`src/hdl/tcmd_pkg.sv`:
```
// Shared constants and types for the track to cluster distance unit.
`timescale 1ns / 1ps
`default_nettype none
package tcmd_pkg;
  localparam int POS_BITS_DEF = 18;
  localparam int LAYER_BITS_DEF = 7;
  localparam int CFG_POINT_BITS = 18;
  localparam int DIR_BITS = 16;
  localparam int DIST_BITS = 20;
  localparam int PERP_BITS = 42;
  localparam int CFG_IDX_BITS = 3;
  localparam int CFG_DATA_BITS = 18;
  localparam logic [DIST_BITS-1:0] DIST_MAX = '1;
  localparam logic [PERP_BITS-1:0] PERP_MAX = '1;
  localparam logic [DIST_BITS-1:0] CUT_LIMIT = 20'd1600;

  typedef enum logic [CFG_IDX_BITS-1:0] {
    REG_POINT_X = 3'd0, REG_POINT_Y = 3'd1, REG_POINT_Z = 3'd2,
    REG_DIR_X = 3'd3, REG_DIR_Y = 3'd4, REG_DIR_Z = 3'd5,
    REG_MAX_LAYER = 3'd6, REG_AGREES = 3'd7
  } cfg_reg_t;

  // One classified hit as it leaves the front part.
  typedef struct packed {
    logic use_hit;
    logic last;
    logic [DIST_BITS-1:0] par;
    logic [PERP_BITS-1:0] perp;
    logic cut_pass;
  } hit_word_t;
endpackage
`default_nettype wire

```
`src/hdl/tcmd_fifo.sv`:
```
// Short queue between the front and the back part.
`timescale 1ns / 1ps
`default_nettype none
module tcmd_fifo (
  input  wire logic clk,
  input  wire logic rst,
  input  wire logic in_valid,
  output logic in_ready,
  input  wire tcmd_pkg::hit_word_t in_word,
  output logic out_valid,
  input  wire logic out_ready,
  output tcmd_pkg::hit_word_t out_word
);
  import tcmd_pkg::*;
  hit_word_t mem [4];
  logic [1:0] wp, rp;
  logic [2:0] cnt;
  logic wr, rd;
  assign in_ready = cnt != 3'd4;
  assign out_valid = cnt != 3'd0;
  assign wr = in_valid && in_ready;
  assign rd = out_valid && out_ready;
  assign out_word = mem[rp];
  always_ff @(posedge clk) begin
    if (wr) mem[wp] <= in_word;
    if (rst) begin
      wp <= '0; rp <= '0; cnt <= '0;
    end else begin
      if (wr) wp <= wp + 2'd1;
      if (rd) rp <= rp + 2'd1;
      cnt <= cnt + 3'(wr) - 3'(rd);
    end
  end
endmodule
`default_nettype wire

```
`config.mk`:
```
export PLATFORM = sky130hd
export DESIGN_NAME = tcmd_fifo
export DESIGN_NICKNAME = d
export VERILOG_FILES = /design/src/hdl/tcmd_pkg.sv /design/src/hdl/tcmd_fifo.sv
export SDC_FILE = /design/constraint.sdc
export NUM_CORES = 1
export LEC_CHECK = 0
export ABC_CLOCK_PERIOD_IN_PS = 2700
export BUFFER_PORTS_ARGS = -buffer_cell sky130_fd_sc_hd__buf_2
export CORE_ASPECT_RATIO = 1.1
export CORE_UTILIZATION = 51
export DETAILED_ROUTE_END_ITERATION = 16
export PLACE_DENSITY = 0.75
export SLEW_MARGIN = 5
export SYNTH_ARGS = -nofsm -noshare
export SYNTH_HDL_FRONTEND = slang
export SYNTH_SLANG_ARGS = --single-unit
```
`constraint.sdc`:
```
create_clock -name clk -period 2.7 [get_ports clk]
set_input_delay 0.27 -clock clk [delete_from_list [all_inputs] [get_ports clk]]
set_output_delay 0.27 -clock clk [all_outputs]
set_load 0.1 [all_outputs]
```
---- Word level (Yosys, flattened, before mapping) ----
Memories as Yosys holds them, arrays and structs flattened. A register that Yosys moved wholly into a read port is not among the register bits.
Cells that the tools add are included.
storage, ports and cells
  memory bits (writable) .................. 260
  word-level logic and storage cells ...... 16
  memories kept ........................... 1
  register bits after elaboration ......... 7
memories
  memory  depth  bits a word  rd ports  clocked after memory_dff  write ports  RTL line         source
  mem     4      65           1         1                         1            tcmd_fifo.sv:15  hit_word_t mem [4];
operators by class
  mux-type cells .......................... 4
  reductions and logical operators ........ 3
  equal/unequal tests ..................... 1
  $add $sub $neg .......................... 4
operators by type and width
  kind                                         number
  adder 2 x 1 -> 2 bit, second input constant  2
  2-to-1 mux 2 bit                             2
  adder 3 x 1 -> 3 bit                         1
  != test 3 bit, second input constant         1
  nonzero test 3 bit                           1
  subtractor 3 x 1 -> 3 bit                    1
  logical AND 1 bit                            2
  2-to-1 mux 1 bit                             2

---- Longest topological paths before layout ----
Gate-level depths: netlist (run 1).
  depth in word-level cells ............... 4
  gate-level depth with buffers ........... 11
  mapped depth without buffers ............ 11

---- Worst setup path before layout (run 1) ----
Ideal clock, no wire load.
  kind .................................... reg-to-reg
  from .................................... register cnt[1]
  to ...................................... memory mem[2][0] (netlist bit), enable pin
  buffers on the path ..................... 0
  stages on the path, launching flop included .. 4
  library setup time ...................... 0.430 ns
  arrival time ............................ 2.327 ns
  slack ................................... -0.057 ns
  period minus slack after synthesis ...... 2.757 ns
  cells stage by stage .................... dfxtp_1 > nor2_1 > a21boi_2 > and2_1
on the way
  cells in the longest elaborated chain, start to end .. 4
ends and longest elaborated chain
  element                                 RTL line         source
  start: declaration                      tcmd_fifo.sv:17  logic [2:0] cnt;
  start signal: assignment                tcmd_fifo.sv:31  cnt <= cnt + 3'(wr) - 3'(rd);
  != test 3 bit                           tcmd_fifo.sv:19  assign in_ready = cnt != 3'd4;
  logical AND 1 bit                       tcmd_fifo.sv:21  assign wr = in_valid && in_ready;
  2-to-1 mux 1 bit                        tcmd_fifo.sv:25  if (wr) mem[wp] <= in_word;
  2-to-1 mux 1 bit (not written as such)  tcmd_fifo.sv:25
  end: declaration                        tcmd_fifo.sv:15
Every way passes these cells.

==> results of run 1 <==
worst max-delay path: cells and delay by family (launching register included):
family	cells	cell delay, ps
DFF	1	350
muxes	1	590
buffers and inverters	2	740
sequential cells by signal, indices dropped and copies added (netlist names), named ones only:
| signal | flops |
|---|---|
| rp | 2 |
| cnt | 3 |
| wp | 2 |
| mem | 260 |
per-stage QoR:
step,util (%),setup slack [ps],area (um2)
2_1_floorplan,-,569,9900
3_3_place_gp,57.3,432,10900
3_5_place_dp,57.3,256,10900
4_1_cts,64.8,108,12300
5_1_grt,64.8,11.5,12300
6_report,64.8,179,12300
metal layers:
metal	part of all wire (%)	routed length [um]
met1	39	6750
met2	53	9130
met3	5.0	855
met4	2.7	456
met5	0.087	15
cell usage after synthesis:
library cell	n	area, um2
edfxtp_1	260	7810
mux4_2	65	1460
dfxtp_1	9	180
nor2_1	8	30.0
buf_2	6	30.0
ha_1	6	75.1
and2_1	5	31.3
buf_12	5	100
inv_1	5	18.8
clkbuf_1	2	7.51
nand2b_1	2	12.5
xor2_1	2	17.5
a21boi_2	1	11.3
buf_4	1	7.51
buf_6	1	11.3
fa_1	1	20.0
mux2_2	1	11.3
mux2i_1	1	10.0
nand2_1	1	3.75
nor2b_1	1	6.26
nor3_1	1	5.00
o311ai_0	1	8.76
o31a_1	1	8.76
or3_1	1	6.26
xnor2_1	1	8.76
timing repair:
item                       4_1_cts  5_1_grt
hold buffers                    65        0
setup endpoints to repair        0        0
hold endpoints to repair       260        0
logic make-up after synthesis:
group / after synthesis / synth area share, %
adders and majority gates: 7 / 0.961
buffers and inverters: 20 / 1.77
DFF: 269 / 80.7
xor gates and xnor gates: 3 / 0.266
and+or+nand+nor: 19 / 0.961
muxes: 67 / 15.0
AOI/OAI and AO/OA: 3 / 0.291
worst max path at each step:
stage | start | end | slack [ps] | cells after the start
after global placement | cnt[1] | cnt[2] | 430 | 11
after detailed placement | cnt[1] | cnt[2] | 260 | 11
after CTS | flip-flop | out_word[49] | 110 | 3
after global routing | cnt[1] | cnt[2] | 10 | 11
final | flip-flop | out_word[49] | 180 | 3
after floorplan | cnt[1] | cnt[2] | 570 | 11
layout make-up:
class	instances	area share (%)
clock buffers	38	5.88
clock inverters	10	0.507
inverters	5	0.152
multi-input cells	99	14.1
flip-flops and latches	269	64.8
well taps	247	2.50
repair buffers	213	12.0
==> impl_metrics.csv, run 1 <==
group,metric,value,unit
timing,slew_violations,0,
clocking,cts_setup_buffers,0,
timing,post-route-period-util,93.4,%
detailed_routing,vias,4636,
clocking,cts_tree,"done",
place,post-place-cells,768,
detailed_routing,via_per_inst,5.26,
final_layout,multi_input_area,1740,um2
final_layout,fill_cells,1287,
yosys,seq_area_frac_synth,80.7,%
yosys,syn_area,9890,um2
floorplanning,coreArea,19000,um2
detailed_routing,wl_per_cell,19.5,um
setup_path,crit_arrival,2250,ps
detailed_routing,drt_first_iter_violations,199,
clocking,cts_resized,0,
place,gp_congestion,0.786,
setup_path,reg2reg_to,"cnt[2]",
setup_path,path_cells,"buf_12, mux4_2, buf_2",
place,portBuffers,135,
setup_path,slowest_delay,590,ps
clocking,cts_buffers,26,
yosys,syn_inst,388,
global_route,grtUsageTotal,17.8,%
clocking,clockBufferDepth,3,
timing,rsz0062_at_grt,"no",
final_layout,final_cell_count_no_fill,881,
yosys,synth_seq_cells,269,
timing,relSlewSlack,60.2,%
setup_path,crit_fanout,65,
detailed_routing,route.detailed.drc,0,
timing,fin_hold_ws,47.2,ps
final_layout,regArea,8000,um2
timing,finClkSkew,18.7,ps
global_route,grt_pass1_wl,26.7,mm
global_route,grt_start_max_net_pins,66,
yosys,ys_types,25,
floorplanning,io_pins,136,
timing,final_hold_viol_count,0,
run,maxCapViolations,0,
clocking,root_buffer,"clkbuf_16",
detailed_routing,drtPass1Iterations,4,
setup_path,r2r_slack,210,ps
final_layout,final_layout_size_suffix_gt1_share,40.4,%
global_route,grtUsageMet2,31.5,%
final_layout,nets,690,
floorplanning,start_util,52.0,%
clocking,path_clk_slew,60,ps
global_route,busiest_layer,"met2",
global_route,use_met1,21.6,%
run_status,status,"complete, no violations",
timing,tns,0,ps
detailed_routing,drt_wl_total,17.2,mm
clocking,cts_max_level,1,
setup_path,r2r-start,"cnt[1]",
setup_path,path_class,"reg2out",
yosys,syn_avg_cell_area,25.5,um2
yosys,yosysWarnings,0,
clocking,worstSkewPairLatency,530,ps
global_route,first_global_vias,5074,
hold_path,min_to,"cnt[0]",
detailed_routing,ant_nets,0,
floorplanning,num_rows,53,
setup_path,cp-start-kind,"flip-flop",
floorplanning,die_w,135,um
global_route,met3_usage,3.31,%
global_route,overflow,0,
final_layout,syn_to_final_growth,24.7,%
timing,min_period,2520,ps
clocking,cts_sinks,269,
hold_path,min_path_cells,2,
hold_path,hp-start,"rst",
global_route,antenna_found_initial,1,
floorplanning,dieArea,20000,um2
setup_path,crit_required,2430,ps
final_layout,final_cell_mix,"260 x edfxtp_1, 135 x buf_2, 65 x mux4_2, 65 x dlygate4sd3_1, 26 x clkbuf_16",
setup_path,end_kind,"output port",
yosys,synth.net_count,464,
floorplanning,fp.dieH,148,um
timing,fmax,397,MHz
hold_path,hold_class,"in2reg",
timing,final-setup-viol-count,0,
setup_path,worst_r2r_path_depth,11,
setup_path,slowest_stage,"mux4_2",
timing,worst_pin_slew,597,ps
final_layout,final_common_cell,"edfxtp_1",
place,dpl.hpwl,10.1,mm
final_layout,diodes,0,
Power of run 1 is left out: the tool's default activity adds up to more than one toggle a clock period on the data nets, which glitch-free logic cannot reach.
==> inputs of run 2 (changes only) <==
--- a/config.mk
+++ b/config.mk
@@ -8,9 +8,8 @@
 export ABC_CLOCK_PERIOD_IN_PS = 2700
 export BUFFER_PORTS_ARGS = -buffer_cell sky130_fd_sc_hd__buf_2
 export CORE_ASPECT_RATIO = 1.1
-export CORE_UTILIZATION = 51
+export CORE_UTILIZATION = 35
 export DETAILED_ROUTE_END_ITERATION = 16
-export PLACE_DENSITY = 0.75
 export SLEW_MARGIN = 5
 export SYNTH_ARGS = -nofsm -noshare
 export SYNTH_HDL_FRONTEND = slang
==> run 2 against run 1 <==
Via count grew 2.1%. Core utilization is 19 points lower. Count of clock-buffer cells in the layout fell by 5. Critical path depth stayed put. Global-route usage decreased by 4.5 points. Flip-flop and latch count unchanged. Fmax increased by 4.1%. Cell area grew 3.3%. Die area grew 45%. Largest cell class unchanged.
==> impl_metrics.csv, run 2 (synthesis results as in run 1) <==
group,metric,value,unit
clocking,worstSkewPairLatency,530,ps
power,powerDensity,1200,nW/um2
global_route,grt_pass1_wl,29.0,mm
final_layout,regMostFlops,"mem",
setup_path,crit_required,2430,ps
power,p_int,8.87,mW
power,p_sw,6.37,mW
detailed_routing,drt_wl_total,19.2,mm
clocking,cts_sinks,269,
floorplanning,die_w,162,um
global_route,overflow,0,
timing,final_hold_viol_count,0,
clocking,cts_max_level,1,
timing,relSlewSlack,65.6,%
power,p_clk_share,25.3,%
global_route,grtUsageTotal,13.3,%
floorplanning,fp.dieH,178,um
final_layout,syn_to_final_growth,28.8,%
timing,final-setup-viol-count,0,
clocking,cts_buffers,28,
place,gp_congestion,0.694,
timing,tns,0,ps
floorplanning,num_rows,64,
final_layout,nets,703,
timing,finClkSkew,8.28,ps
floorplanning,coreArea,27800,um2
place,dpl.hpwl,11.4,mm
setup_path,path_class,"reg2out",
final_layout,reg_top3,"mem (260), cnt (3)",
timing,min_period,2420,ps
timing,post-route-period-util,89.7,%
clocking,clockBufferDepth,3,
detailed_routing,drtPass1Iterations,4,
floorplanning,dieArea,28900,um2
timing,fmax,413,MHz
timing,fin_hold_ws,46.1,ps
final_layout,final_layout_size_suffix_gt1_share,42.1,%
timing,slew_violations,0,
setup_path,crit_arrival,2150,ps
clocking,cts_tree,"done",
detailed_routing,route.detailed.drc,0,
detailed_routing,via_per_inst,4.68,
final_layout,final_cell_area,12700,um2
power,p_sw_share,41.8,%
place,portBuffers,135,
power,p_comb_share,39.8,%
floorplanning,io_pins,136,
hold_path,hold_class,"in2reg",
detailed_routing,drt_first_iter_violations,244,
setup_path,crit_fanout,16,
power,ir_worst_vdd,0.000632,V
power,seq_power_share,34.8,%
run,maxCapViolations,0,
detailed_routing,wl_per_cell,18.9,um
global_route,first_global_vias,5118,
floorplanning,start_util,35.6,%
run_status,status,"complete, no violations",
timing,worst_pin_slew,520,ps
setup_path,cp-start-kind,"flip-flop",
final_layout,largest_reg_flops,260,
global_route,grt_start_max_net_pins,54,
global_route,antenna_found_initial,2,
clocking,root_buffer,"clkbuf_16",
power,leakage,4.34,nW
timing,rsz0062_at_grt,"no",
setup_path,end_kind,"output port",
place,postPlaceCellArea,11100,um2
detailed_routing,vias,4734,
clocking,path_clk_slew,60,ps
final_layout,final_common_cell,"edfxtp_1",
final_layout,final_cell_mix,"260 x edfxtp_1, 135 x buf_2, 65 x mux4_2, 65 x dlygate4sd3_1, 29 x clkbuf_16",
detailed_routing,ant_nets,0,
run 2: cell count changes in the layout (fill, tap and decap cells not counted), sizes merged:
cell / change
bufinv: +4
diode: +1
clkinv: +2
clkbuf: -5
buf: +11
clkinvlp: +2
run 2: path summary, 6_finish.rpt:
| check | to | slack [ps] | depth (start not counted) | start |
|---|---|---|---|---|
| worst max register to register | cnt[2] | 490 | 11 | cnt[1] |
| worst max-delay path | out_word[60] | 280 | 3 | flip-flop |
| worst min-delay path | rp[0] | 50 | 2 | rst |
| worst min register to register | rp[0] | 540 | 2 | rp[0] |
run 2: repair_timing:
action,CTS,global route
hold endpoints to repair,260,0
hold buffers,65,0
buffers inserted,0,12
resized for setup,0,0
setup endpoints to repair,0,2
run 2: routing by layer:
layer  GRT usage (%)  share of wire (%)  vias up
met4            3.42                1.6        0
met3            3.26                6.0       26
met1            16.6                 41     2457
li1                -                  -     2132
met2            23.3                 51      119
met5               0                  0        -
run 2: cell type report:
| class | count | area, um2 |
|---|---|---|
| Clock buffer | 33 | 741 |
| Antenna cell | 1 | 2.50 |
| Clock inverter | 18 | 198 |
| Fill cell | 2346 | 15000 |
| Multi-Input combinational cell | 99 | 1740 |
| Tap cell | 363 | 454 |
| Inverter | 5 | 18.8 |
| Sequential cell | 269 | 8000 |
| Timing Repair Buffer | 224 | 1590 |
run 2: power groups by stage:
stage / logic (mW) / registers, mW / clock network [mW]
after floorplan: 5.11 / 5.30 / 0
after global placement: 5.88 / 5.40 / 0
after detailed placement: 5.93 / 5.44 / 0
after CTS: 6.01 / 5.36 / 3.96
after global routing: 6.32 / 5.36 / 4.11
final: 6.07 / 5.31 / 3.86
run 2: per-stage QoR:
| step | setup slack, ps | power [mW] | std cells | util (%) |
|---|---|---|---|---|
| 2_1_floorplan | 569 | 10.4 | 388 | - |
| 3_3_place_gp | 604 | 11.3 | 883 | 39.8 |
| 3_5_place_dp | 458 | 11.4 | 883 | 39.8 |
| 4_1_cts | 33.0 | 15.3 | 999 | 45.5 |
| 5_1_grt | 184 | 15.8 | 1012 | 45.9 |
| 6_report | 278 | 15.2 | 1012 | 45.9 |
run 2: worst max-delay path, cell delays in order, from the launching register on:
cell and delay (ps):
dfxtp_4 490, buf_4 270, mux4_2 550, buf_2 310
(Power assumes the default switching activity.)
==> inputs of run 3 (changes only) <==
--- a/config.mk
+++ b/config.mk
@@ -10,6 +10,7 @@
 export CORE_ASPECT_RATIO = 1.1
 export CORE_UTILIZATION = 35
 export DETAILED_ROUTE_END_ITERATION = 16
+export SETUP_SLACK_MARGIN = 0.3
 export SLEW_MARGIN = 5
 export SYNTH_ARGS = -nofsm -noshare
 export SYNTH_HDL_FRONTEND = slang
==> run 3 against run 2 <==
Register-to-register slack improved by 60 ps. Sequential power about the same. Clock power about the same. Count of clock-buffer cells in the layout unchanged. Power increased by 1.3%. Critical path type unchanged. Fmax increased by 5.1%.
==> impl_metrics.csv, run 3 (synthesis results as in run 1) <==
group,metric,value,unit
hold_path,hold_class,"in2reg",
setup_path,end_kind,"output port",
timing,min_period,2310,ps
setup_path,crit_required,2430,ps
timing,tns,0,ps
clocking,worstSkewPairLatency,530,ps
final_layout,final_common_cell,"edfxtp_1",
power,seq_power_share,34.2,%
setup_path,crit_fanout,6,
floorplanning,start_util,35.6,%
clocking,path_clk_slew,60,ps
timing,relSlewSlack,64.9,%
detailed_routing,drt_wl_total,19.3,mm
power,p_sw,6.39,mW
place,portBuffers,135,
floorplanning,dieArea,28900,um2
detailed_routing,wl_per_cell,19.1,um
floorplanning,io_pins,136,
detailed_routing,drtPass1Iterations,6,
clocking,root_buffer,"clkbuf_16",
global_route,grt_start_max_net_pins,54,
run,maxCapViolations,0,
place,postPlaceCellArea,11100,um2
timing,post-route-period-util,85.4,%
final_layout,final_cell_mix,"260 x edfxtp_1, 92 x buf_2, 65 x mux4_2, 65 x dlygate4sd3_1, 38 x buf_4",
global_route,antenna_found_initial,2,
power,p_sw_share,41.4,%
clocking,clockBufferDepth,3,
power,leakage,4.36,nW
timing,finClkSkew,7.72,ps
power,p_clk_share,25.0,%
power,p_int,9.05,mW
floorplanning,die_w,162,um
timing,rsz0062_at_grt,"yes",
global_route,first_global_vias,5145,
timing,fin_hold_ws,39.1,ps
detailed_routing,route.detailed.drc,0,
place,dpl.hpwl,11.4,mm
detailed_routing,via_per_inst,4.68,
detailed_routing,drt_first_iter_violations,213,
setup_path,cp-start-kind,"flip-flop",
timing,final_hold_viol_count,0,
place,pre_cts_slack,458,ps
clocking,cts_buffers,28,
final_layout,postLayoutCoreUtil,46.3,%
power,p_comb_share,40.8,%
final_layout,syn_to_final_growth,29.9,%
place,post-place-cells,883,
run_status,status,"complete, no violations",
clocking,cts_max_level,1,
floorplanning,num_rows,64,
timing,fin_ws,395,ps
floorplanning,coreArea,27800,um2
final_layout,largest_reg_flops,260,
timing,slew_violations,0,
power,ir_worst_vdd,0.000620,V
final_layout,reg_top3,"mem (260), cnt (3)",
timing,worst_pin_slew,530,ps
final_layout,final_layout_size_suffix_gt1_share,41.9,%
power,powerDensity,1200,nW/um2
detailed_routing,ant_nets,0,
clocking,cts_sinks,269,
detailed_routing,vias,4720,
timing,final-setup-viol-count,0,
final_layout,final_cell_area,12900,um2
floorplanning,fp.dieH,178,um
global_route,overflow,0,
clocking,cts_tree,"done",
power,total_power,15.4,mW
final_layout,regMostFlops,"mem",
setup_path,path_class,"reg2out",
timing,fmax,434,MHz
final_layout,nets,699,
final_layout,final_cell_count_no_fill,1008,
setup_path,crit_arrival,2040,ps
global_route,grt_pass1_wl,29.2,mm
global_route,grtUsageTotal,13.4,%
place,gp_congestion,0.694,
[run 3: metal layers]
| metal | routed length [um] | up-vias | part of all wire [%] | global-route usage (%) |
|---|---|---|---|---|
| li1 | - | 2124 | - | - |
| met1 | 7990 | 2455 | 42 | 16.6 |
| met2 | 9840 | 115 | 51 | 23.6 |
| met3 | 1120 | 26 | 5.8 | 3.26 |
| met4 | 303 | 0 | 1.6 | 3.42 |
| met5 | 0 | - | 0 | 0 |
[run 3: path summary, 6_finish.rpt]
check,startpoint,endpoint,slack (ps),cells after the start
min,rst,cnt[1],40,2
max,flip-flop,out_word[42],390,4
max reg2reg,cnt[0],cnt[2],550,11
min reg2reg,rp[0],rp[0],540,2
[run 3: area by class of cell]
class / instances / area, um2
inverter: 5 / 18.8
multi-input combinational: 99 / 1740
clock buffer: 33 / 741
fill: 2342 / 14900
tap: 363 / 454
timing repair buffer: 220 / 1700
sequential: 269 / 8000
clock inverter: 18 / 198
antenna: 1 / 2.50
[run 3: timing repair]
item | 4_1_cts | 5_1_grt
hold buffers | 65 | 0
endpoints found under the hold margin | 260 | 0
cloned | 0 | 1
buffers inserted | 4 | 3
gates resized for setup | 24 | 23
setup endpoints to repair | 50 | 32
[run 3: worst max-delay path, stage by stage (launching register included)]
cell	delay, ps
dfxtp_4	360
buf_4	140
buf_4	180
mux4_2	520
buf_2	310
[run 3: power groups by stage]
stage	logic [mW]	clock network, mW	registers (mW)
3_3_place_gp	5.88	0	5.40
3_5_place_dp	5.93	0	5.44
6_report	6.30	3.86	5.28
4_1_cts	6.20	3.96	5.31
5_1_grt	6.56	4.10	5.32
2_1_floorplan	5.11	0	5.30
