### src/hdl/tcmd_pkg.sv
// Shared constants and types for the track to cluster distance unit.
`timescale 1ns / 1ps
`default_nettype none
package tcmd_pkg;
  localparam int POS_BITS_DEF = 18;
  localparam int LAYER_BITS_DEF = 7;
  localparam int CFG_POINT_BITS = 18;
  localparam int DIR_BITS = 16;
  localparam int DIST_BITS = 20;
  localparam int PERP_BITS = 42;
  localparam int CFG_IDX_BITS = 3;
  localparam int CFG_DATA_BITS = 18;
  localparam logic [DIST_BITS-1:0] DIST_MAX = '1;
  localparam logic [PERP_BITS-1:0] PERP_MAX = '1;
  localparam logic [DIST_BITS-1:0] CUT_LIMIT = 20'd1600;

  typedef enum logic [CFG_IDX_BITS-1:0] {
    REG_POINT_X = 3'd0, REG_POINT_Y = 3'd1, REG_POINT_Z = 3'd2,
    REG_DIR_X = 3'd3, REG_DIR_Y = 3'd4, REG_DIR_Z = 3'd5,
    REG_MAX_LAYER = 3'd6, REG_AGREES = 3'd7
  } cfg_reg_t;

  // One classified hit as it leaves the front part.
  typedef struct packed {
    logic use_hit;
    logic last;
    logic [DIST_BITS-1:0] par;
    logic [PERP_BITS-1:0] perp;
    logic cut_pass;
  } hit_word_t;
endpackage
`default_nettype wire

### src/hdl/tcmd_sqrt.sv
// Iterative integer square root, one result bit from two radicand bits a cycle.
`timescale 1ns / 1ps
`default_nettype none
module tcmd_sqrt (
  input  wire logic clk,
  input  wire logic rst,
  input  wire logic start,
  input  wire logic [tcmd_pkg::PERP_BITS-1:0] radicand,
  output logic busy,
  output logic [tcmd_pkg::PERP_BITS/2-1:0] root
);
  import tcmd_pkg::*;
  localparam int RB = PERP_BITS / 2;
  logic [PERP_BITS-1:0] rem_v;
  logic [PERP_BITS-1:0] res;
  logic [PERP_BITS-1:0] bitv;
  logic [PERP_BITS-1:0] trial;
  assign trial = res + bitv;
  assign root = RB'(res);
  always_ff @(posedge clk) begin
    if (rst) begin
      busy <= 1'b0;
    end else if (start) begin
      busy <= 1'b1;
      rem_v <= radicand;
      res <= '0;
      bitv <= PERP_BITS'(1) << (PERP_BITS - 2);
    end else if (busy) begin
      if (rem_v >= trial) begin
        rem_v <= rem_v - trial;
        res <= (res >> 1) + bitv;
      end else begin
        res <= res >> 1;
      end
      bitv <= bitv >> 2;
      if (bitv == PERP_BITS'(1)) busy <= 1'b0;
    end
  end
endmodule
`default_nettype wire

### src/hdl/tcmd_back.sv
// Back part: minimum tracking and the end-of-cluster result.
`timescale 1ns / 1ps
`default_nettype none
module tcmd_back (
  input  wire logic clk,
  input  wire logic rst,
  input  wire logic in_valid,
  output logic in_ready,
  input  wire tcmd_pkg::hit_word_t in_word,
  output logic res_valid,
  input  wire logic res_ready,
  output logic [19:0] perp_distance,
  output logic [19:0] perp_distance_cut,
  output logic [19:0] parallel_distance,
  output logic any_found,
  output logic cut_found
);
  import tcmd_pkg::*;
  typedef enum logic [3:0] {
    ST_RUN = 4'b0001, ST_ROOT_A = 4'b0010, ST_ROOT_B = 4'b0100, ST_DONE = 4'b1000
  } state_t;
  state_t state;
  logic [DIST_BITS-1:0] min_par;
  logic [PERP_BITS-1:0] min_perp, min_cut;
  logic any_f, cut_f;
  logic take, sq_start, sq_busy, root_ready;
  logic [PERP_BITS-1:0] sq_in;
  logic [PERP_BITS/2-1:0] sq_root;

  assign in_ready = (state == ST_RUN) && !res_valid;
  assign take = in_valid && in_ready;
  assign root_ready = !sq_start && !sq_busy;

  tcmd_sqrt u_sqrt (.clk(clk), .rst(rst), .start(sq_start), .radicand(sq_in),
    .busy(sq_busy), .root(sq_root));

  // Root start pulse: once for the plain minimum, once for the cut minimum.
  always_ff @(posedge clk) begin
    if (rst) begin
      sq_start <= 1'b0;
    end else begin
      sq_start <= ((state == ST_RUN) && take && in_word.last) ||
                  ((state == ST_ROOT_A) && root_ready);
    end
  end

  // Minima update, then two roots run on the shared unit.
  always_ff @(posedge clk) begin
    if (rst) begin
      state <= ST_RUN;
      res_valid <= 1'b0;
      min_par <= DIST_MAX; min_perp <= PERP_MAX; min_cut <= PERP_MAX;
      any_f <= 1'b0; cut_f <= 1'b0;
    end else begin
      if (res_valid && res_ready) res_valid <= 1'b0;
      case (state)
        ST_RUN: begin
          if (take) begin
            if (in_word.use_hit) begin
              any_f <= 1'b1;
              if (in_word.par < min_par) min_par <= in_word.par;
              if (in_word.perp < min_perp) min_perp <= in_word.perp;
              if (in_word.cut_pass) begin
                cut_f <= 1'b1;
                if (in_word.perp < min_cut) min_cut <= in_word.perp;
              end
            end
            if (in_word.last) state <= ST_ROOT_A;
          end
        end
        ST_ROOT_A: begin
          if (root_ready) begin
            perp_distance <= sq_root[DIST_BITS] ? DIST_MAX : sq_root[DIST_BITS-1:0];
            state <= ST_ROOT_B;
          end
        end
        ST_ROOT_B: begin
          if (root_ready) begin
            perp_distance_cut <= sq_root[DIST_BITS] ? DIST_MAX : sq_root[DIST_BITS-1:0];
            parallel_distance <= min_par;
            any_found <= any_f;
            cut_found <= cut_f;
            state <= ST_DONE;
          end
        end
        ST_DONE: begin
          res_valid <= 1'b1;
          state <= ST_RUN;
          min_par <= DIST_MAX; min_perp <= PERP_MAX; min_cut <= PERP_MAX;
          any_f <= 1'b0; cut_f <= 1'b0;
        end
        default: state <= ST_RUN;
      endcase
    end
  end
  assign sq_in = (state == ST_ROOT_A) ? min_perp : min_cut;

  a_cut_implies_any: assert property (@(posedge clk) disable iff (rst)
    cut_f |-> any_f) else $error("cut flag without any flag");
  a_no_take_while_rooting: assert property (@(posedge clk) disable iff (rst)
    (state != ST_RUN) |-> !take) else $error("hit taken during root");
  a_cut_min_bound: assert property (@(posedge clk) disable iff (rst)
    (min_cut != PERP_MAX) |-> (min_perp <= min_cut)) else $error("cut minimum below minimum");
endmodule
`default_nettype wire

### config.mk
export PLATFORM = sky130hd
export DESIGN_NAME = tcmd_back
export DESIGN_NICKNAME = d
export VERILOG_FILES = /design/src/hdl/tcmd_pkg.sv /design/src/hdl/tcmd_sqrt.sv /design/src/hdl/tcmd_back.sv
export SDC_FILE = /design/constraint.sdc
export NUM_CORES = 1
export LEC_CHECK = 0
export ABC_AREA = 1
export BUFFER_PORTS_ARGS = -buffer_cell sky130_fd_sc_hd__buf_2
export CAP_MARGIN = 0
export CELL_PAD_IN_SITES_DETAIL_PLACEMENT = 0
export CELL_PAD_IN_SITES_GLOBAL_PLACEMENT = 1
export CORE_MARGIN = 2
export CORE_UTILIZATION = 30
export DETAILED_ROUTE_END_ITERATION = 12
export PLACE_DENSITY = 0.62
export SETUP_SLACK_MARGIN = 0.3
export SLEW_MARGIN = 10
export SYNTH_ARGS = -nofsm -noshare
export SYNTH_HDL_FRONTEND = slang
export SYNTH_SLANG_ARGS = --single-unit
export TNS_END_PERCENT = 5
### constraint.sdc
create_clock -name clk -period 5.7 [get_ports clk]
set_input_delay 0.285 -clock clk [delete_from_list [all_inputs] [get_ports clk]]
set_output_delay 0.285 -clock clk [all_outputs]
set_load 0.01 [all_outputs]
[Yosys cells after proc, flatten, opt, wreduce, memory -nomap -nowiden]
Cells that the tools add are included.
Cells by class
  $add $sub $neg: 3
  magnitude comparators: 4
  eq/ne operators: 14
  multiplexer cells: 38
  bitwise operators: 1
  reductions and logical operators: 25
Operator list (number)
  $mux W42: 13
  $pmux W42 S2: 2
  $lt A42 B42 Y1: 2
  $mux W20: 4
  $add A41 B41 Y42: 1
  $add A42 B41 Y42: 1
  $ge A42 B42 Y1: 1
  $sub A42 B42 Y42: 1
  $mux W41: 1
  $pmux W20 S2: 1
  $eq A21 B1 Y1 const B: 1
  $lt A20 B20 Y1: 1
  $mux W4: 4
  $reduce_and A4 Y1: 4
  $ne A2 B2 Y1 const B: 6
  $pmux W4 S3: 1
  $reduce_and A3 Y1: 4
  $mux W1: 10
  $reduce_bool A2 Y1: 4
  $logic_and A1 B1 Y1: 7
  $ne A2 B1 Y1 const B: 3
  $reduce_and A5 Y1: 1
  $eq A4 B1 Y1 const B: 1
  $eq A4 B2 Y1 const B: 1
  7 further kinds: 10
Word-level totals
  flip-flop bits (word level): 280
  bits of input ports: 69
  output and inout port bits: 64
  logic and storage cells: 102

[Depth between registers and ports, before layout]
Gate-level depths: netlist (run 1).
  depth after elaboration: 6
  mapped depth: 27
  gate-level depth less buffers: 26

[By module]
A second synthesis (run 1) with hierarchy kept.
Unflattened totals
  cells, all modules: 3182
  area total of the unflattened synthesis: 21800.9 µm²
Modules (own cells, without submodules)
  tcmd_sqrt: times used 1, cells each 1900, area each 12005.3 µm², seq. area each 3173.0 µm²
  tcmd_back: times used 1, cells each 1282, area each 9795.6 µm², seq. area each 4103.9 µm²

[Least setup slack after synthesis (run 1)]
OpenSTA, ideal clock, no wires.
  path type: reg-to-reg
  from: register sq_start
  to: register u_sqrt.rem_v[0] (enable)
  arrival time: 4.667 ns
  data required time: 5.303 ns
  setup slack: 0.636 ns
  cell stages (with the launch flop): 6
  path through: dfxtp_1 > buf_2 > nor2_1 > nor2_1 > o21ai_0 > inv_1
On the way
  cells in the longest elaborated chain, start to end: 2
  elaborated cells between the ends (all ways): 3
  classes of those cells: reduce/logical (3)
RTL lines
  start: declaration: line tcmd_back.sv:26  | logic take, sq_start, sq_busy, root_ready;
  start signal: assignment: line tcmd_back.sv:42  | sq_start <= ((state == ST_RUN) && take && in_word.last) ||
  $reduce_bool A2 Y1 (no line)
  $reduce_and A3 Y1 (no line) *
  end signal: assignment: line tcmd_sqrt.sv:25  | rem_v <= radicand;
  end signal: assignment: line tcmd_sqrt.sv:30  | rem_v <= rem_v - trial;
  end: declaration: line tcmd_sqrt.sv:14  | logic [PERP_BITS-1:0] rem_v;
Every way passes the cells marked *; elsewhere a longest branch is shown, timed or not.
A chain may end at the register's enable or synchronous reset.

[Final worst setup path (run 1)]
  from: register u_sqrt.res[14]
  to: register u_sqrt.rem_v[8] (enable)
On the way
  cells in the longest elaborated chain, start to end: 4
RTL lines
  start: declaration: line tcmd_sqrt.sv:15  | logic [PERP_BITS-1:0] res;
  start signal: assignment: line tcmd_sqrt.sv:31  | res <= (res >> 1) + bitv;
  start signal: assignment: line tcmd_sqrt.sv:33  | res <= res >> 1;
  $add A42 B41 Y42: line tcmd_sqrt.sv:18  | assign trial = res + bitv;
  $ge A42 B42 Y1: line tcmd_sqrt.sv:29  | if (rem_v >= trial) begin
  $reduce_bool A2 Y1 (no line)
  $reduce_and A3 Y1 (no line)
No other way between the ends.

==> out/qor.yml, run 1 <==
drc: 0
postCtsSetupBuffers: 0
min_from: "in_word[58]"
reg2reg_slack_ns: 0.72
finalNetCount: 3508
fin_ws_ns: 0.7168
grt_usage_pct: 21.10
outcome: "finished, final reports clean"
syn_inst: 3110
vias: 20830
critPathArrivalTime_ns: 5.23
path_common_cell: "nand2_1"
num_rows: 98
maxSlewViolCount: 0
cap_violations: 0
path_delay_family: "simple AND/OR/NAND/NOR gates"
grt_pass1_wl_mm: 121.9
holdPathStages: 3
final_cell_mix: "nand2_1 (871), inv_1 (417), nand3_1 (351)"
start_kind: "flip-flop"
met3_usage_pct: 2.056
syn_area_per_cell_um2: 6.967
die_h_um: 272.8
grt_max_degree: 86
drive_above_1_share_pct: 10.70
htreeDepth: 2
antenna_found_initial: 2
worstHoldPathType: "in -> reg"
dpl_cell_area_um2: 23430
design_area_um2: 24830
r2r_start: "u_sqrt.res[14]"
vdd_drop_max_uv: 209.6
min_to: "min_par[15]"
reg2reg_to: "u_sqrt.rem_v[8]"
gr-total-overflow: 0
period_minus_slack_ns: 4.983
core-area_um2: 71490
final-hold-violation-count: 0
tns_ns: 0
clk_pin_slew_ns: 0.07
synth_xor_area_share_pct: 2.708
cts_tree: "yes"
port_buffers: 132
yosys_register_bits: 280
skew_ns: 0.02353
critPathKind: "reg -> reg"
dr.pass1.iters: 5
grtUsageMet1_pct: 27.00
gp_congestion: 0.9095
cp_slowest_cell: "o21ai_0"
final_common_cell: "nand2_1"
grt.busiest_layer: "met2"
end_kind: "flip-flop"
ys_warn_count: 0
rsz0062_at_grt: "no"
async_flop_share_pct: 0
period_share_pct: 87.43
postRouteAntennaNets: 0
grt_pass1_vias: 21090
syn_nets: 3367
drtIter0Drc: 1257
ios: 133
synth_fa_ha_area_share_pct: 10.89
synth_mux_area_share_pct: 0
vias_per_cell: 4.922
cpPeakStageDelay_ns: 0.55
start_util_pct: 30.31
slew_headroom_pct: 25.51
clock_sinks: 280
ys_types: 50
worstPathCellList: "ha_1, nand2_1, o21ai_1, nand2_1, o21ai_0, inv_1, o21ai_2, nand3_2, nand3b_1, nand2_1, ha_1, nand2_1, nor2_2, nand2_1, nor2_1, nand3_1, nand2_2, nor2_4, nand2_4, o21ai_0, inv_1, buf_4"
crit_required_ns: 5.95
rr_worst_depth: 22
dieArea_um2: 74390
whs_ns: 0.02663
pwr_density_cell_nw_per_um2: 259.3
insertion_delay_ns: 0.57
startpoint: "u_sqrt.res[14]"
hpwlAfterDp_mm: 62.10
area_growth_pct: 14.60
power_leakage_uw: 0.01242
worst_slew_pin_slew_ns: 1.117
synth_top_family_by_area: "simple AND/OR/NAND/NOR gates"
preCtsSetupSlack_ns: 0.6116
synth_compound_area_share_pct: 10.35
die_width_um: 272.8
setup_viol: 0
wl_per_cell_um: 18.74
synth_area_um2: 21670
synth_flop_cell: "edfxtp_1"
cts_buffer_depth: 3
yosysSeqAreaShare_pct: 33.58
cp_max_fo: 12
crit_buf_inv: 3
synthSimpleGateAreaFrac_pct: 33.13
met2_usage_pct: 37.00
synth_edf_count: 167
fmax_mhz: 200.7
routed_wl_mm: 79.30
cts_root_buf: "clkbuf_16"
numCtsBuffers: 38
-- synth_stat cells, types with 19 or more instances --
cell type | n | share of area [%]
a21oi_1 | 176 | 4.1
buf_2 | 20 | 0.46
clkbuf_1 | 51 | 0.88
dfxtp_1 | 113 | 10
edfxtp_1 | 167 | 23
ha_1 | 187 | 11
inv_1 | 418 | 7.2
nand2_1 | 872 | 15
nand3_1 | 351 | 8.1
nand4_1 | 27 | 0.78
nor2_1 | 253 | 4.4
nor3_1 | 19 | 0.44
o21ai_0 | 162 | 3.7
or2_2 | 58 | 1.7
xnor2_1 | 19 | 0.77
xor2_1 | 48 | 1.9
-- worst reg2reg max path, cell delays in order, from the launching register on --
cell	delay [ns]
edfxtp_1	0.54
ha_1	0.43
nand2_1	0.11
o21ai_1	0.36
nand2_1	0.19
o21ai_0	0.55
inv_1	0.13
o21ai_2	0.14
nand3_2	0.10
nand3b_1	0.09
nand2_1	0.13
ha_1	0.42
nand2_1	0.14
nor2_2	0.16
nand2_1	0.09
nor2_1	0.13
nand3_1	0.11
nand2_2	0.10
nor2_4	0.04
nand2_4	0.14
o21ai_0	0.11
inv_1	0.18
buf_4	0.25
-- final cells by class --
type	instances	area, um^2
Clock inverter	19	138.9
Inverter	425	1597
Multi-Input combinational cell	2320	12380
Tap cell	950	1189
Timing Repair Buffer	186	1179
Clock buffer	50	1059
Fill cell	7706	46650
Sequential cell	280	7281
Antenna cell	2	5.005
-- worst max path at each step --
| stage | slack (ns) | endpoint | cells after the start |
|---|---|---|---|
| floorplan | 0.64 | u_sqrt.rem_v[0] | 5 |
| global placement | 0.44 | u_sqrt.rem_v[11] | 22 |
| detailed placement | 0.61 | u_sqrt.rem_v[2] | 22 |
| CTS | 0.59 | u_sqrt.rem_v[8] | 22 |
| global route | 0.43 | u_sqrt.rem_v[8] | 24 |
| finish | 0.72 | u_sqrt.rem_v[8] | 22 |
-- registers in the layout, indices dropped and copies added (netlist names) --
name,cells
min_cut,42
min_perp,42
u_sqrt.rem_v,42
u_sqrt.res,42
u_sqrt.bitv,21
min_par,20
parallel_distance,20
perp_distance,20
perp_distance_cut,20
state,4
any_f,1
any_found,1
cut_f,1
cut_found,1
res_valid,1
sq_start,1
u_sqrt.busy,1
-- kinds of logic after synthesis --
logic type	after synthesis
buffers and inverters	510
DFF	280
xor gates and xnor gates	67
adders and majority gates	188
AOI/OAI and AO/OA	413
and+or+nand+nor	1652
-- what timing repair did --
item	CTS	global route
gates resized for setup	0	1
setup endpoints to repair	0	57
hold endpoints to repair	20	0
hold buffers	20	0
-- stage by stage --
| stage | util [%] | total power [uW] | instances |
|---|---|---|---|
| 2_1_floorplan | - | 3594 | 3110 |
| 3_3_place_gp | 32.77 | 4121 | 4141 |
| 3_5_place_dp | 32.77 | 4130 | 4141 |
| 4_1_cts | 34.73 | 6520 | 4230 |
| 5_1_grt | 34.73 | 6824 | 4231 |
| 6_report | 34.74 | 6439 | 4232 |
-- report_power, final --
part           switching, uW  internal (uW)
Clock                    975           1360
Combinational           1100            577
Sequential               113           2310
Total                   2190           4250
-- layer usage --
layer	vias to the layer above	wire length (um)
met5	-	0
met4	0	2569
met3	120	2864
met2	439	38520
met1	9765	35350
li1	10500	-
(Power assumes the default switching activity.)
==> run 2, diff against run 1 <==
- CORE_UTILIZATION: 30 -> 40
- PLACE_DENSITY: 0.62 -> 0.77
==> run 2 against run 1 <==
  * Non-clock buffer count fell by 5
  * Core utilization rose by 11 points
  * Setup slack improved by 0.17 ns
  * Combinational power barely moved
  * Global-route usage rose by 5.0 points
  * Hold slack improved by 0.0090 ns
  * Die area fell by 25%
  * Cell area fell by 1.6%
  * First-iteration DRC count rose by 11%
  * Critical path type unchanged
==> out/qor.yml, run 2 (synthesis results as in run 1) <==
dieArea_um2: 56050  # -25%
antenna_found_initial: 2  # unchanged
reg2reg_to: "u_sqrt.res[38]"
reg2reg_slack_ns: 0.89  # +0.17 ns
path_common_cell: "nand2_1"
setup_viol: 0  # unchanged
numCtsBuffers: 35  # -7.9%
pwr_density_cell_nw_per_um2: 261.3  # +0.78%
min_to: "min_par[16]"
die_h_um: 236.7  # -13%
start_kind: "flip-flop"
postCtsSetupBuffers: 0  # unchanged
critPathKind: "reg -> reg"
gp_congestion: 0.9624  # +5.8%
cts_tree: "yes"
cts_buffer_depth: 3  # unchanged
wl_per_cell_um: 18.54  # -1.1%
final-hold-violation-count: 0  # unchanged
dr.pass1.iters: 8  # +3
grt_usage_pct: 26.15  # +5.0 points
worstPathCellList: "ha_1, nand2_1, o21ai_0, nand2_1, o21ai_0, inv_1, nand2_1, nand2_1, nand3_1, xnor2_1, ha_1, nand2_1, nor3_2, nand3_1, nand2_2, nor2_4, buf_12, a21oi_4, buf_12, nand2_1, nand2_1"
rsz0062_at_grt: "no"
drc: 0  # unchanged
num_rows: 85  # -13%
vdd_drop_max_uv: 212.5  # +1.4%
cpPeakStageDelay_ns: 0.60  # +0.05 ns
r2r_start: "u_sqrt.res[18]"
core-area_um2: 53710  # -25%
drtIter0Drc: 1393  # +11%
cap_violations: 0  # unchanged
finalNetCount: 3500  # -0.23%
worst_slew_pin_slew_ns: 1.103  # -0.01465 ns
clock_sinks: 280  # unchanged
grt_pass1_vias: 20670  # -2.0%
grt_pass1_wl_mm: 114.1  # -6.4%
final_common_cell: "nand2_1"
start_util_pct: 40.34  # +10 points
vias_per_cell: 5.234  # +6.4%
outcome: "finished, final reports clean"
cp_max_fo: 20  # +8
clk_pin_slew_ns: 0.06  # about the same
port_buffers: 132  # unchanged
period_share_pct: 84.36  # -3.1 points
fmax_mhz: 208.0  # +3.6%
utilization_pct: 45.50  # +11 points
grt_max_degree: 95  # +10%
postRouteAntennaNets: 0  # unchanged
holdPathStages: 3  # unchanged
critPathArrivalTime_ns: 5.22  # about the same
power_leakage_uw: 0.01236  # -0.44%
htreeDepth: 2  # unchanged
insertion_delay_ns: 0.56  # about the same
drive_above_1_share_pct: 10.37  # -0.33 points
worstHoldPathType: "in -> reg"
area_growth_pct: 12.78
rr_worst_depth: 21  # -4.5%
routed_wl_mm: 73.51  # -7.3%
vias: 20750  # -0.36%
ios: 133  # unchanged
cts_root_buf: "clkbuf_16"
tns_ns: 0  # unchanged
hpwlAfterDp_mm: 57.30  # -7.7%
cp_slowest_cell: "edfxtp_1"
min_from: "in_word[59]"
end_kind: "flip-flop"
crit_required_ns: 6.11  # +0.16 ns
nFillCells: 5627  # -27%
final_cell_mix: "nand2_1 (871), inv_1 (418), nand3_1 (351)"
gr-total-overflow: 0  # unchanged
slew_headroom_pct: 26.27  # +0.76 points
maxSlewViolCount: 0  # unchanged
skew_ns: 0.01689  # -0.006646 ns
die_width_um: 236.7  # -13%
period_minus_slack_ns: 4.809  # -0.1745 ns
==> run 2: cell count changes in the layout (fill, tap and decap cells not counted), sizes merged <==
cell	before	now
clkinv	17	11
bufinv	1	5
dlygate4sd3	20	19
inv	425	426
buf	166	162
diode	2	1
clkinvlp	1	2
clkbuf	50	43
==> run 2: timing repair <==
item,4_1_cts,5_1_grt
hold endpoints to repair,19,0
setup endpoints to repair,0,0
hold buffers,19,0
resized for setup,0,0
==> run 2: report_power, final <==
part / total, uW / internal [uW] / switching, uW / leakage, uW
clock network: 2320 / 1390 / 930 / 0.000563
registers: 2420 / 2310 / 108 / 0.00244
logic: 1650 / 573 / 1080 / 0.00936
==> run 2: area by class of cell <==
| cell class | instances | area [um^2] | area share, % |
|---|---|---|---|
| clock inverters | 19 | 240.2 | 0.9830 |
| repair buffers | 181 | 1139 | 4.659 |
| clock buffers | 43 | 925.9 | 3.789 |
| well taps | 696 | 870.8 | 3.563 |
| flip-flops and latches | 280 | 7281 | 29.79 |
| inverters | 425 | 1595 | 6.528 |
| diodes | 1 | 2.502 | 0.01024 |
| multi-input cells | 2320 | 12380 | 50.68 |
==> run 2: metrics by stage <==
step / cell area (um^2) / instances / power, uW / setup slack [ns] / hold slack [ns]
2_1_floorplan: 21670 / 3110 / 3594 / 0.6361 / 0.4090
3_3_place_gp: 23080 / 3883 / 4061 / 0.9071 / 0.4176
3_5_place_dp: 23080 / 3883 / 4086 / 0.8828 / 0.4199
4_1_cts: 24440 / 3964 / 6437 / 0.8445 / 0.003966
5_1_grt: 24440 / 3965 / 6756 / 0.4455 / 0.04636
6_report: 24440 / 3965 / 6386 / 0.8913 / 0.03564
==> run 2: per-layer routing <==
layer | global-route usage (%) | routed length [um]
met5 | 0 | 8
met4 | 11.14 | 3199
met3 | 3.218 | 3125
met2 | 45.59 | 35750
met1 | 32.54 | 31430
==> run 2: worst max-delay path by stage <==
stage                   startpoint                to  slack (ns)  cells past startpoint
global route         u_sqrt.res[2]    u_sqrt.res[38]        0.45                     25
floorplan                 sq_start   u_sqrt.rem_v[0]        0.64                      5
global placement    u_sqrt.res[18]  u_sqrt.rem_v[39]        0.91                     20
finish              u_sqrt.res[18]    u_sqrt.res[38]        0.89                     21
detailed placement  u_sqrt.res[18]    u_sqrt.res[38]        0.88                     21
CTS                 u_sqrt.res[18]    u_sqrt.res[38]        0.84                     21
==> run 2: worst max-delay path, delay by kind of cell (launching register included) <==
kind,cells,cell delay (ns)
adders and majority gates,2,0.90
DFF,1,0.60
AOI/OAI and AO/OA,3,1.05
xor gates and xnor gates,1,0.11
and+or+nand+nor,12,1.52
buffers and inverters,3,0.43
